===== src/ffpa_pkg.sv =====
// shared types and constants of the first-fit page extent allocator
package ffpa_pkg;

  localparam int PAGE_BITS           = 20;
  localparam int COUNT_BITS          = 21;
  localparam int END_BITS            = 22;
  localparam int MAX_EXTENTS_DEFAULT = 32;

  // first page past the page space
  localparam logic [END_BITS-1:0] SPACE_END = END_BITS'(1) << PAGE_BITS;

  typedef enum logic [1:0] {
    OP_ALLOC   = 2'd0,
    OP_FREE    = 2'd1,
    OP_RESERVE = 2'd2,
    OP_NONE    = 2'd3
  } op_t;

  typedef enum logic [1:0] {
    ST_OK      = 2'd0,
    ST_NOFIT   = 2'd1,
    ST_FULL    = 2'd2,
    ST_NOTFREE = 2'd3
  } status_t;

  typedef struct packed {
    logic [1:0]            op;
    logic [PAGE_BITS-1:0]  page_index;
    logic [COUNT_BITS-1:0] page_count;
  } in_t;

  typedef struct packed {
    logic [1:0]           status;
    logic [PAGE_BITS-1:0] granted_index;
  } out_t;

  typedef struct packed {
    logic [PAGE_BITS-1:0]  start;
    logic [COUNT_BITS-1:0] length;
  } entry_t;

  typedef enum logic [3:0] {
    FS_IDLE,
    FS_SCAN_RD,
    FS_SCAN_CHK,
    FS_DROP_RD,
    FS_DROP_WR,
    FS_SHIFT_RD,
    FS_SHIFT_WR,
    FS_PUT_HI,
    FS_PUT_LO
  } fsm_t;

endpackage


===== src/first_fit_page_extent_allocator.sv =====
// top level: extent table in one memory, scanned and shifted by a sequencer
//
// The block keeps an ordered table of free page extents in a single memory
// with a registered read. An operation is taken when start is high and busy
// is low, and its one result appears for a single cycle with out_strobe; the
// receiver cannot stall it. A non-trivial operation scans the table entry
// by entry (read, then compare) until the first match; an allocate that
// empties an extent, a reserve that consumes one, every free and every
// splitting reserve that finds room then move the entries behind the match
// one at a time (read, then write) through the same memory port. The scan
// and the move together cover the table once. Trivial requests (a free or
// reserve of zero pages, an unused opcode, a free into a full table) are
// answered without leaving idle. No clearing pass is needed after reset.
module first_fit_page_extent_allocator #(
  parameter int MAX_EXTENTS = ffpa_pkg::MAX_EXTENTS_DEFAULT
) (
  input  logic           clk,
  input  logic           rst_n,
  input  logic           start,
  output logic           busy,
  input  ffpa_pkg::in_t  in_item,
  output logic           out_strobe,
  output ffpa_pkg::out_t out_result
);

  localparam int IW = (MAX_EXTENTS > 1) ? $clog2(MAX_EXTENTS) : 1;
  localparam int CW = $clog2(MAX_EXTENTS + 1);
  localparam int PB = ffpa_pkg::PAGE_BITS;
  localparam int CB = ffpa_pkg::COUNT_BITS;
  localparam int EB = ffpa_pkg::END_BITS;

  // extent table
  ffpa_pkg::entry_t mem [MAX_EXTENTS];
  ffpa_pkg::entry_t rd_r;
  logic [IW-1:0]    raddr;
  logic             we;
  logic [IW-1:0]    waddr;
  ffpa_pkg::entry_t wdata;

  always_ff @(posedge clk) begin
    if (we) begin
      mem[waddr] <= wdata;
    end
    rd_r <= mem[raddr];
  end

  // control and operand registers
  ffpa_pkg::fsm_t   state_r, state_nxt;
  logic [1:0]       op_r, op_nxt;
  logic [PB-1:0]    idx_r, idx_nxt;
  logic [CB-1:0]    cnt_r, cnt_nxt;
  logic [EB-1:0]    end_r, end_nxt;
  logic [CW-1:0]    used_r, used_nxt;
  logic [CW-1:0]    k_r, k_nxt;
  logic [CW-1:0]    pos_r, pos_nxt;
  ffpa_pkg::entry_t lo_r, lo_nxt;
  ffpa_pkg::entry_t hi_r, hi_nxt;
  logic             split_r, split_nxt;
  logic             out_valid_r, out_valid_nxt;
  ffpa_pkg::out_t   out_r, out_nxt;

  always_ff @(posedge clk) begin
    if (!rst_n) begin
      state_r     <= ffpa_pkg::FS_IDLE;
      used_r      <= '0;
      out_valid_r <= 1'b0;
    end else begin
      state_r     <= state_nxt;
      used_r      <= used_nxt;
      out_valid_r <= out_valid_nxt;
    end
    op_r    <= op_nxt;
    idx_r   <= idx_nxt;
    cnt_r   <= cnt_nxt;
    end_r   <= end_nxt;
    k_r     <= k_nxt;
    pos_r   <= pos_nxt;
    lo_r    <= lo_nxt;
    hi_r    <= hi_nxt;
    split_r <= split_nxt;
    out_r   <= out_nxt;
  end

  // derived values
  logic [CW-1:0] k_inc, k_dec, pos_inc;
  logic [CW:0]   k_inc2;
  logic [EB-1:0] in_sum, e_end, back_w;
  logic [PB-1:0] front_w;
  logic [CB-1:0] len_left;
  logic [PB-1:0] start_adv;
  logic          table_full;

  assign k_inc      = k_r + CW'(1);
  assign k_dec      = k_r - CW'(1);
  assign k_inc2     = {1'b0, k_r} + (CW+1)'(2);
  assign pos_inc    = pos_r + CW'(1);
  assign in_sum     = {2'b0, in_item.page_index} + {1'b0, in_item.page_count};
  assign e_end      = {2'b0, rd_r.start} + {1'b0, rd_r.length};
  assign back_w     = e_end - end_r;
  assign front_w    = idx_r - rd_r.start;
  assign len_left   = rd_r.length - cnt_r;
  assign start_adv  = rd_r.start + cnt_r[PB-1:0];
  assign table_full = (used_r == CW'(MAX_EXTENTS));

  assign busy       = (state_r != ffpa_pkg::FS_IDLE);
  assign out_strobe = out_valid_r;
  assign out_result = out_r;

  // sequencer
  always_comb begin
    logic hit;
    state_nxt     = state_r;
    op_nxt        = op_r;
    idx_nxt       = idx_r;
    cnt_nxt       = cnt_r;
    end_nxt       = end_r;
    used_nxt      = used_r;
    k_nxt         = k_r;
    pos_nxt       = pos_r;
    lo_nxt        = lo_r;
    hi_nxt        = hi_r;
    split_nxt     = split_r;
    out_valid_nxt = 1'b0;
    out_nxt       = out_r;
    raddr         = k_r[IW-1:0];
    we            = 1'b0;
    waddr         = k_r[IW-1:0];
    wdata         = rd_r;
    hit           = 1'b0;

    case (state_r)
      ffpa_pkg::FS_IDLE: begin
        if (start) begin
          op_nxt    = in_item.op;
          idx_nxt   = in_item.page_index;
          cnt_nxt   = in_item.page_count;
          end_nxt   = in_sum;
          k_nxt     = '0;
          out_nxt   = '{status: ffpa_pkg::ST_OK, granted_index: '0};
          case (in_item.op)
            ffpa_pkg::OP_ALLOC: begin
              state_nxt = ffpa_pkg::FS_SCAN_RD;
            end
            ffpa_pkg::OP_FREE: begin
              // clip the extent at the end of the page space
              if (in_sum > ffpa_pkg::SPACE_END) begin
                cnt_nxt = CB'(ffpa_pkg::SPACE_END - {2'b0, in_item.page_index});
                end_nxt = ffpa_pkg::SPACE_END;
              end
              if (in_item.page_count == '0) begin
                out_valid_nxt = 1'b1;
              end else if (table_full) begin
                out_nxt.status = ffpa_pkg::ST_FULL;
                out_valid_nxt  = 1'b1;
              end else begin
                state_nxt = ffpa_pkg::FS_SCAN_RD;
              end
            end
            ffpa_pkg::OP_RESERVE: begin
              if (in_item.page_count == '0) begin
                out_valid_nxt = 1'b1;
              end else begin
                state_nxt = ffpa_pkg::FS_SCAN_RD;
              end
            end
            default: begin
              out_valid_nxt = 1'b1;
            end
          endcase
        end
      end

      // fetch the next entry, or handle the end of the table
      ffpa_pkg::FS_SCAN_RD: begin
        raddr = k_r[IW-1:0];
        if (k_r == used_r) begin
          case (op_r)
            ffpa_pkg::OP_FREE: begin
              pos_nxt   = used_r;
              lo_nxt    = '{start: idx_r, length: cnt_r};
              split_nxt = 1'b0;
              k_nxt     = used_r;
              state_nxt = ffpa_pkg::FS_SHIFT_RD;
            end
            ffpa_pkg::OP_ALLOC: begin
              out_nxt.status = ffpa_pkg::ST_NOFIT;
              out_valid_nxt  = 1'b1;
              state_nxt      = ffpa_pkg::FS_IDLE;
            end
            default: begin
              out_nxt.status = ffpa_pkg::ST_NOTFREE;
              out_valid_nxt  = 1'b1;
              state_nxt      = ffpa_pkg::FS_IDLE;
            end
          endcase
        end else begin
          state_nxt = ffpa_pkg::FS_SCAN_CHK;
        end
      end

      // compare the fetched entry and act on the first match
      ffpa_pkg::FS_SCAN_CHK: begin
        case (op_r)
          ffpa_pkg::OP_ALLOC: hit = (rd_r.length >= cnt_r);
          ffpa_pkg::OP_FREE:  hit = (end_r <= {2'b0, rd_r.start});
          default:            hit = (rd_r.start <= idx_r) && (end_r <= e_end);
        endcase
        pos_nxt = k_r;
        waddr   = k_r[IW-1:0];
        if (!hit) begin
          k_nxt     = k_inc;
          state_nxt = ffpa_pkg::FS_SCAN_RD;
        end else begin
          case (op_r)
            ffpa_pkg::OP_ALLOC: begin
              out_nxt.granted_index = rd_r.start;
              if (len_left == '0) begin
                state_nxt = ffpa_pkg::FS_DROP_RD;
              end else begin
                we            = 1'b1;
                wdata         = '{start: start_adv, length: len_left};
                out_valid_nxt = 1'b1;
                state_nxt     = ffpa_pkg::FS_IDLE;
              end
            end
            ffpa_pkg::OP_FREE: begin
              lo_nxt    = '{start: idx_r, length: cnt_r};
              split_nxt = 1'b0;
              k_nxt     = used_r;
              state_nxt = ffpa_pkg::FS_SHIFT_RD;
            end
            default: begin
              // reserve: keep front part, back part, both or nothing
              if (front_w != '0 && back_w != '0) begin
                if (table_full) begin
                  out_nxt.status = ffpa_pkg::ST_FULL;
                  out_valid_nxt  = 1'b1;
                  state_nxt      = ffpa_pkg::FS_IDLE;
                end else begin
                  lo_nxt    = '{start: rd_r.start, length: CB'(front_w)};
                  hi_nxt    = '{start: end_r[PB-1:0], length: back_w[CB-1:0]};
                  split_nxt = 1'b1;
                  k_nxt     = used_r;
                  state_nxt = ffpa_pkg::FS_SHIFT_RD;
                end
              end else if (front_w != '0) begin
                we            = 1'b1;
                wdata         = '{start: rd_r.start, length: CB'(front_w)};
                out_valid_nxt = 1'b1;
                state_nxt     = ffpa_pkg::FS_IDLE;
              end else if (back_w != '0) begin
                we            = 1'b1;
                wdata         = '{start: end_r[PB-1:0], length: back_w[CB-1:0]};
                out_valid_nxt = 1'b1;
                state_nxt     = ffpa_pkg::FS_IDLE;
              end else begin
                state_nxt = ffpa_pkg::FS_DROP_RD;
              end
            end
          endcase
        end
      end

      // close the gap left by a removed entry
      ffpa_pkg::FS_DROP_RD: begin
        raddr = k_inc[IW-1:0];
        if (k_inc2 <= {1'b0, used_r}) begin
          state_nxt = ffpa_pkg::FS_DROP_WR;
        end else begin
          used_nxt      = used_r - CW'(1);
          out_valid_nxt = 1'b1;
          state_nxt     = ffpa_pkg::FS_IDLE;
        end
      end

      ffpa_pkg::FS_DROP_WR: begin
        we        = 1'b1;
        waddr     = k_r[IW-1:0];
        wdata     = rd_r;
        k_nxt     = k_inc;
        state_nxt = ffpa_pkg::FS_DROP_RD;
      end

      // open a gap at the insert position, moving from the tail down
      ffpa_pkg::FS_SHIFT_RD: begin
        raddr = k_dec[IW-1:0];
        if (k_r > pos_r) begin
          state_nxt = ffpa_pkg::FS_SHIFT_WR;
        end else if (split_r) begin
          state_nxt = ffpa_pkg::FS_PUT_HI;
        end else begin
          state_nxt = ffpa_pkg::FS_PUT_LO;
        end
      end

      ffpa_pkg::FS_SHIFT_WR: begin
        we        = 1'b1;
        waddr     = k_r[IW-1:0];
        wdata     = rd_r;
        k_nxt     = k_dec;
        state_nxt = ffpa_pkg::FS_SHIFT_RD;
      end

      // back part of a split reserve
      ffpa_pkg::FS_PUT_HI: begin
        we        = 1'b1;
        waddr     = pos_inc[IW-1:0];
        wdata     = hi_r;
        state_nxt = ffpa_pkg::FS_PUT_LO;
      end

      // new entry at the insert position
      ffpa_pkg::FS_PUT_LO: begin
        we            = 1'b1;
        waddr         = pos_r[IW-1:0];
        wdata         = lo_r;
        used_nxt      = used_r + CW'(1);
        out_valid_nxt = 1'b1;
        state_nxt     = ffpa_pkg::FS_IDLE;
      end

      default: begin
        state_nxt = ffpa_pkg::FS_IDLE;
      end
    endcase
  end

endmodule

===== config.mk =====
export PLATFORM = sky130hd
export DESIGN_NAME = first_fit_page_extent_allocator
export DESIGN_NICKNAME = d
export VERILOG_FILES = /design/src/ffpa_pkg.sv /design/src/first_fit_page_extent_allocator.sv
export SDC_FILE = /design/constraint.sdc
export NUM_CORES = 2
export LEC_CHECK = 0
export BUFFER_PORTS_ARGS = -buffer_cell sky130_fd_sc_hd__buf_2
export CAP_MARGIN = 5
export CORE_MARGIN = 10
export CORE_UTILIZATION = 56
export CTS_CLUSTER_SIZE = 40
export DETAILED_ROUTE_END_ITERATION = 6
export GPL_TIMING_DRIVEN = 0
export PLACE_DENSITY = 0.75
export SLEW_MARGIN = 10
export SYNTH_ARGS = -nofsm -noshare
export SYNTH_HDL_FRONTEND = slang
export SYNTH_SLANG_ARGS = --single-unit

===== constraint.sdc =====
create_clock -name clk -period 17.7 [get_ports clk]
set_input_delay 0.885 -clock clk [delete_from_list [all_inputs] [get_ports clk]]
set_output_delay 0.885 -clock clk [all_outputs]
set_load 0.05 [all_outputs]

# After elaboration in Yosys (flattened, before gate mapping)
# Memories as Yosys holds them, arrays and structs flattened. A register that Yosys moved wholly into a read port is not among the register bits.
# Index checks and enable logic that the tools add are counted.
dict set report word_totals {
  output_inout_bits 24
  ramBits 1312
  mem_count 1
  reg_bits 193
  latch_bits 0
  romBits 0
}
dict set report op_classes {
  mul 0
  bitwise_logic 2
  n_mux 92
  n_div 0
  add_sub_neg 13
  n_reduce_logical 26
  n_eq_ne 33
  n_lt_le_gt_ge 7
  shift 0
}
# name words width rd rd_clocked_by_memory_dff wr line_no
set mem_list {}
lappend mem_list {mem 32 41 1 1 1 first_fit_page_extent_allocator.sv:33} ;# ffpa_pkg::entry_t mem [MAX_EXTENTS];
# cell n
set ops {}
lappend ops {{41-bit two-way mux} 10}
lappend ops {{41-bit case mux with 2 select lines} 3}
lappend ops {{41-bit case mux with 3 select lines} 1}
lappend ops {{22-bit two-way mux} 4}
lappend ops {{20-bit by 21-bit adder with 22-bit output} 2}
lappend ops {{21-bit logical NOT} 2}
lappend ops {{21-bit two-way mux} 2}
lappend ops {{6-bit two-way mux} 7}
lappend ops {{20-bit case mux with 2 select lines} 1}
lappend ops {{4-bit two-way mux} 9}
lappend ops {{6-bit case mux with 2 select lines} 3}
lappend ops {{4-bit case mux with 8 select lines} 1}
lappend ops {{6-bit case mux with 5 select lines} 1}
lappend ops {{22-bit by 21-bit greater-than comparator with 1-bit output (second input constant)} 1}
lappend ops {{22-bit by 20-bit <= comparator with 1-bit output} 1}
lappend ops {{22-bit <= comparator} 1}
lappend ops {{1-bit two-way mux} 22}
lappend ops {{22-bit nonzero test} 1}
lappend ops {{22-bit subtractor} 1}
lappend ops {{21-bit >= comparator} 1}
lappend ops {{21-bit by 20-bit subtractor with 21-bit output (first input constant)} 1}
lappend ops {{21-bit subtractor} 1}
lappend ops {{20-bit adder} 1}
lappend ops {{20-bit <= comparator} 1}
lappend ops {{other kinds (49)} 95}

# Longest topological paths before layout
dict set report logic_depth {
  ltp_word 11
  mapped_depth 35
}

# Worst setup path before layout
# OpenSTA, ideal clock, no wires.
dict set report synth_timing {
  path_type {register -> register}
  from {reg, netlist name rd_r[21]}
  to {mem mem[3][0] in the netlist's numbering, enable pin}
  arrival_time_ns 9.827
  synth_period_minus_slack_ns 10.368
  setup_time_ns 0.541
  path_slack_ns 7.332
  path_stages_with_launch 31
  n_path_buf 2
  path_cell_list {dfxtp_1 > ha_1 > inv_1 > fa_1 > nor2b_1 > o21ai_0 > a21boi_0 > o21ai_0 > a21oi_1 > a211oi_1 > o31ai_1 > or4_1 > a31o_2 > a21oi_1 > xnor2_1 > ha_1 > a211oi_1 > a31oi_1 > o21ai_0 > nand2_1 > or3_1 > a211o_1 > or4_4 > nor4_4 > buf_4 > ha_1 > nand2_1 > a21oi_1 > o21bai_2 > buf_2 > nor4_1}
}
dict set report synth_via {
  elab_chain_cells 11
  elab_cells_between_ends 20
  classes_between {add/sub (3); order compare (3); mux (10); reduce/logical (4)}
}
# element line_no
set synth_rtl {}
lappend synth_rtl {{20-bit by 21-bit adder with 22-bit output} first_fit_page_extent_allocator.sv:98} ;# assign e_end = {2'b0, rd_r.start} + {1'b0, rd_r.length};
lappend synth_rtl {{22-bit subtractor} first_fit_page_extent_allocator.sv:99} ;# assign back_w = e_end - end_r;
lappend synth_rtl {{22-bit nonzero test} {first_fit_page_extent_allocator.sv:234, first_fit_page_extent_allocator.sv:251}}
lappend synth_rtl {{1-bit two-way mux} first_fit_page_extent_allocator.sv:251} ;# end else if (back_w != '0) begin
lappend synth_rtl {{1-bit two-way mux} first_fit_page_extent_allocator.sv:246} ;# end else if (front_w != '0) begin
lappend synth_rtl {{1-bit two-way mux} first_fit_page_extent_allocator.sv:234} ;# if (front_w != '0 && back_w != '0) begin
lappend synth_rtl {{1-bit case mux with 2 select lines} first_fit_page_extent_allocator.sv:214} ;# case (op_r)
lappend synth_rtl {{1-bit two-way mux (*)} first_fit_page_extent_allocator.sv:210} ;# if (!hit) begin
lappend synth_rtl {{1-bit case mux with 2 select lines (*)} first_fit_page_extent_allocator.sv:131} ;# case (state_r)
lappend synth_rtl {{1-bit two-way mux (*)} first_fit_page_extent_allocator.sv:41} ;# if (we) begin
lappend synth_rtl {{1-bit two-way mux (implied by the code) (*)} first_fit_page_extent_allocator.sv:42} ;# mem[waddr] <= wdata;
lappend synth_rtl {{to (decl)} first_fit_page_extent_allocator.sv:33}
# Mark *: on every way between the ends. The rest lies on a longest branch, timed or not. The select of a mux whose other input is x is not followed.

# Worst setup path after layout
dict set report layout_timing {
  from {reg, netlist name rd_r[22]}
  to {mem mem[3][26] in the netlist's numbering, enable pin}
}
dict set report layout_via {
  elab_chain_cells 11
  elab_cells_between_ends 20
  classes_between {add/sub (3); order compare (3); mux (10); reduce/logical (4)}
}
# element line_no
set layout_rtl {}
lappend layout_rtl {{20-bit by 21-bit adder with 22-bit output} first_fit_page_extent_allocator.sv:98}
lappend layout_rtl {{22-bit subtractor} first_fit_page_extent_allocator.sv:99}
lappend layout_rtl {{22-bit nonzero test} {first_fit_page_extent_allocator.sv:234, first_fit_page_extent_allocator.sv:251}}
lappend layout_rtl {{1-bit two-way mux} first_fit_page_extent_allocator.sv:251}
lappend layout_rtl {{1-bit two-way mux} first_fit_page_extent_allocator.sv:246}
lappend layout_rtl {{1-bit two-way mux} first_fit_page_extent_allocator.sv:234}
lappend layout_rtl {{1-bit case mux with 2 select lines} first_fit_page_extent_allocator.sv:214}
lappend layout_rtl {{1-bit two-way mux (*)} first_fit_page_extent_allocator.sv:210}
lappend layout_rtl {{1-bit case mux with 2 select lines (*)} first_fit_page_extent_allocator.sv:131}
lappend layout_rtl {{1-bit two-way mux (*)} first_fit_page_extent_allocator.sv:41}
lappend layout_rtl {{1-bit two-way mux (implied by the code) (*)} first_fit_page_extent_allocator.sv:42}
# Marked as above.

==> summary.md <==
| Metric | Value |
|---|---|
| Switching power | between 4 and 5 mW |
| Largest net degree at the start of global routing | 64 |
| Final slew viol count | 0 |
| Post-synth top flop | edfxtp_1 |
| Clock group share of total power | 27.3% |
| Finished Layout Cells | roughly 6700 |
| Chip width | about 370 um |
| Setup Skew | 77.4 ps |
| ANT nets after route | 0 |
| CTS clk-pin slew, worst paths | 60 ps |
| Residual DRC | 10 |
| H-tree lvl count | 4 |
| Fillers | about 8500 |
| Vias in the first global route | between 40000 and 50000 |
| CP arrival | approximately 11000 ps |
| Synth cell types | 96 |
| Status | finished with violations |
| Worst Path Required | approximately 18000 ps |
| Relative slew margins | between 7 and 8% |
| I/O pin cnt | 70 |
| DR vias | roughly 45000 |
| Area of the multi-input gates | about 23000 um2 |
| Synth area leaders | edfxtp_1 (64%), mux4_2 (11%), ha_1 (3.0%) |
| Sequential share of the synthesized area | 65.3% |
| Die Y | 374 um |
| Core area | roughly 120000 um2 |
| Syn. warnings | 0 |
| Failing checks | DRC |
| Area leader, netlist | edfxtp_1 |
| First-pass GRT wire length | ~310000 um |
| Syn nets | 4735 |
| EDFF count, synth | around 1500 |
| CP peak stage delay | roughly 700 ps |
| Final TNS setup | 0 ps |
| Final Hold Vio Count | 0 |
| Placer congestion estimate | slightly above 1 |
| Setup violations, final | 0 |
| Post-Place Cells | around 6400 |
| Area Growth Syn to Fin | 14.3% |
| Syn Inst Count | 4511 |
| Post-Syn Area per Cell | 15.6 um2 |
| Critical setup path kind | reg2reg |
| Power share of the combinational group | a little over a third |
| Pwr per Cell Area | roughly 160 nW/um2 |
| Mapped Area | 70300 um2 |
| CTS Buffer Depth | 3 |
| Post-CTS Setup Repair Bufs | 0 |
| Critical path peak fanout | 10 |
| Final wirelength | roughly 220000 um |
| Hpwl dp | ~150000 um |
| Slew @ Worst Pin | 1380 ps |
| Max_cap viols | 0 |
| Port Buf Inserts | a little under 70 |
| Routed WL per cell | roughly 32 um |
| Most frequent cell after synthesis | edfxtp_1 |
| Clock latency on the worst-skew pair | roughly 840 ps |
| CTS tree | yes |
| Register area | between 40000 and 50000 um2 |
| Asr flop ratio synth | 0% |
| Min Tclk post-route | ~10000 ps |
| Nets@finish | slightly above 5000 |
| Sequential fraction of design power | a little under two fifths |
| Share of layout cells above drive strength 1 | about a fifth |
| Fmax | roughly 100 MHz |
| Fin crit share | between 50% and 60% |
| Leak | 27.3 nW |
| Unrepaired setup endpoints after global routing | no |
| Total GRT Usage | between 30% and 40% |
| Yosys top cell area share | roughly 64% |
| Synthesis-stage register bit count | ~1500 |
| Top cells by count, synth | edfxtp_1 (1494), mux4_2 (328), nand2_1 (239), nor2_1 (210), o21ai_0 (200) |
| Total CTS buffers | between 150 and 200 |
| Starting Density | 56.6% |
| Crit start category | flip-flop |
| Worst path slowest cell | nor4_2 |
| DIE AREA | ~140000 um2 |
| Clock root buffer | clkbuf_16 |
| Max VDD drop | ~0.13 mV |
| TritonRoute pass-1 iters | 7 |
| DR iter-0 viols | between 6000 and 7000 |
| Hold-fix buffers, CTS | 0 |
| Clock Sinks | approximately 1500 |
| Critical Path Sink Type | flip-flop |
| Routed vias/inst | 6.77 |
| Path category of the worst min-delay check | in2reg |
| Total grt overflow | 0 |
| Num rows | between 100 and 150 |
| Net Sw Frac | 36.5% |
| Cts repair resizes | 0 |
| Power Internal | approximately 7.9 mW |
| Initial antenna violation count | 6 |
-- state kept, by name, indices dropped and copies added, names as in the netlist --
| signal | flops |
|---|---|
| mem | 1312 |
| hi_r | 41 |
| lo_r | 41 |
| rd_r | 41 |
| end_r | 22 |
| out_result | 22 |
| cnt_r | 21 |
| idx_r | 20 |
| k_r | 6 |
| pos_r | 6 |
| used_r | 6 |
| state_r | 4 |
| op_r | 2 |
| out_strobe | 1 |
| split_r | 1 |
-- cell families (layout without fill, tap and decap cells) --
logic type | count (synthesis) | after routing | synth area share, %
DFF | 1546 | 1546 | 65.3
AOI/OAI and AO/OA | 829 | 829 | 7.86
and+or+nand+nor | 948 | 948 | 6.71
muxes | 529 | 529 | 13.5
adders and majority gates | 178 | 178 | 3.24
xor gates and xnor gates | 116 | 116 | 1.44
other | 0 | 1 | 0
buffers and inverters | 365 | 903 | 1.96
-- power by group through the flow --
stage	logic (mW)	registers (mW)	clock network [mW]
2_1_floorplan	2.79	4.68	0
3_3_place_gp	4.07	4.82	0
3_5_place_dp	4.21	4.79	0
4_1_cts	4.26	4.71	3.43
5_1_grt	4.66	4.71	3.57
6_report	4.37	4.72	3.41
-- stage by stage --
step / setup slack [ps] / utilization (%) / area [um2] / hold slack, ps / power [mW]
floorplan: 7330 / - / 70300 / 454 / 7.47
global placement: 919 / 58.5 / 72700 / 570 / 8.89
detailed placement: 7650 / 60.4 / 75000 / 588 / 9.00
CTS: 7660 / 64.6 / 80300 / 267 / 12.4
global route: 7210 / 64.7 / 80400 / 300 / 12.9
finish: 7650 / 64.7 / 80400 / 313 / 12.5
-- placed cells by master, fill, tap and decap left out, drive strengths merged, types with 153 or more instances in the layout --
cell type     n
clkbuf      340
ha          171
nor2        210
nand2       239
o21ai       205
inv         153
a21oi       188
mux4        328
buf         320
edfxtp     1494
-- final cells by class --
cell class                 instances  share of cell area [%]
clock buffer                     188                    5.04
multi-input combinational       2600                    29.2
inverter                         150                   0.704
clock inverter                    93                    1.56
buffer                           215                    1.02
tap                             1637                    2.55
timing repair buffer             257                    2.84
antenna                            1                 0.00311
sequential                      1546                    57.1
-- path summary, 6_finish.rpt --
kind                          endpoint  slack [ps]  cells after the start                start
hold reg to reg     lo_r[32]$_DFFE_PP_         610                      2  idx_r[11]$_DFFE_PP_
setup / recovery  mem[3][26]$_DFFE_PP_        7650                     34     rd_r[22]$_DFF_P_
hold / removal       op_r[1]$_DFFE_PP_         310                      1          in_item[42]
setup reg to reg  mem[3][26]$_DFFE_PP_        7650                     34     rd_r[22]$_DFF_P_
-- critical path: cells and delay by family (launching register included) --
kind / cells / cell delay (ps)
AOI/OAI and AO/OA: 14 / 3520
and+or+nand+nor: 8 / 2700
buffers and inverters: 8 / 2260
adders and majority gates: 3 / 720
DFF: 1 / 440
xor gates and xnor gates: 1 / 100
-- metal layers --
| layer | up-vias | global-route usage (%) | part of all wire (%) |
|---|---|---|---|
| li1 | 18900 | - | - |
| met1 | 22700 | 40.1 | 37 |
| met5 | - | 0 | 0.012 |
| met2 | 3052 | 47.8 | 47 |
| met4 | 4 | 14.9 | 5.4 |
| met3 | 562 | 6.54 | 11 |
Note: power is estimated with default switching activity, not from simulation.
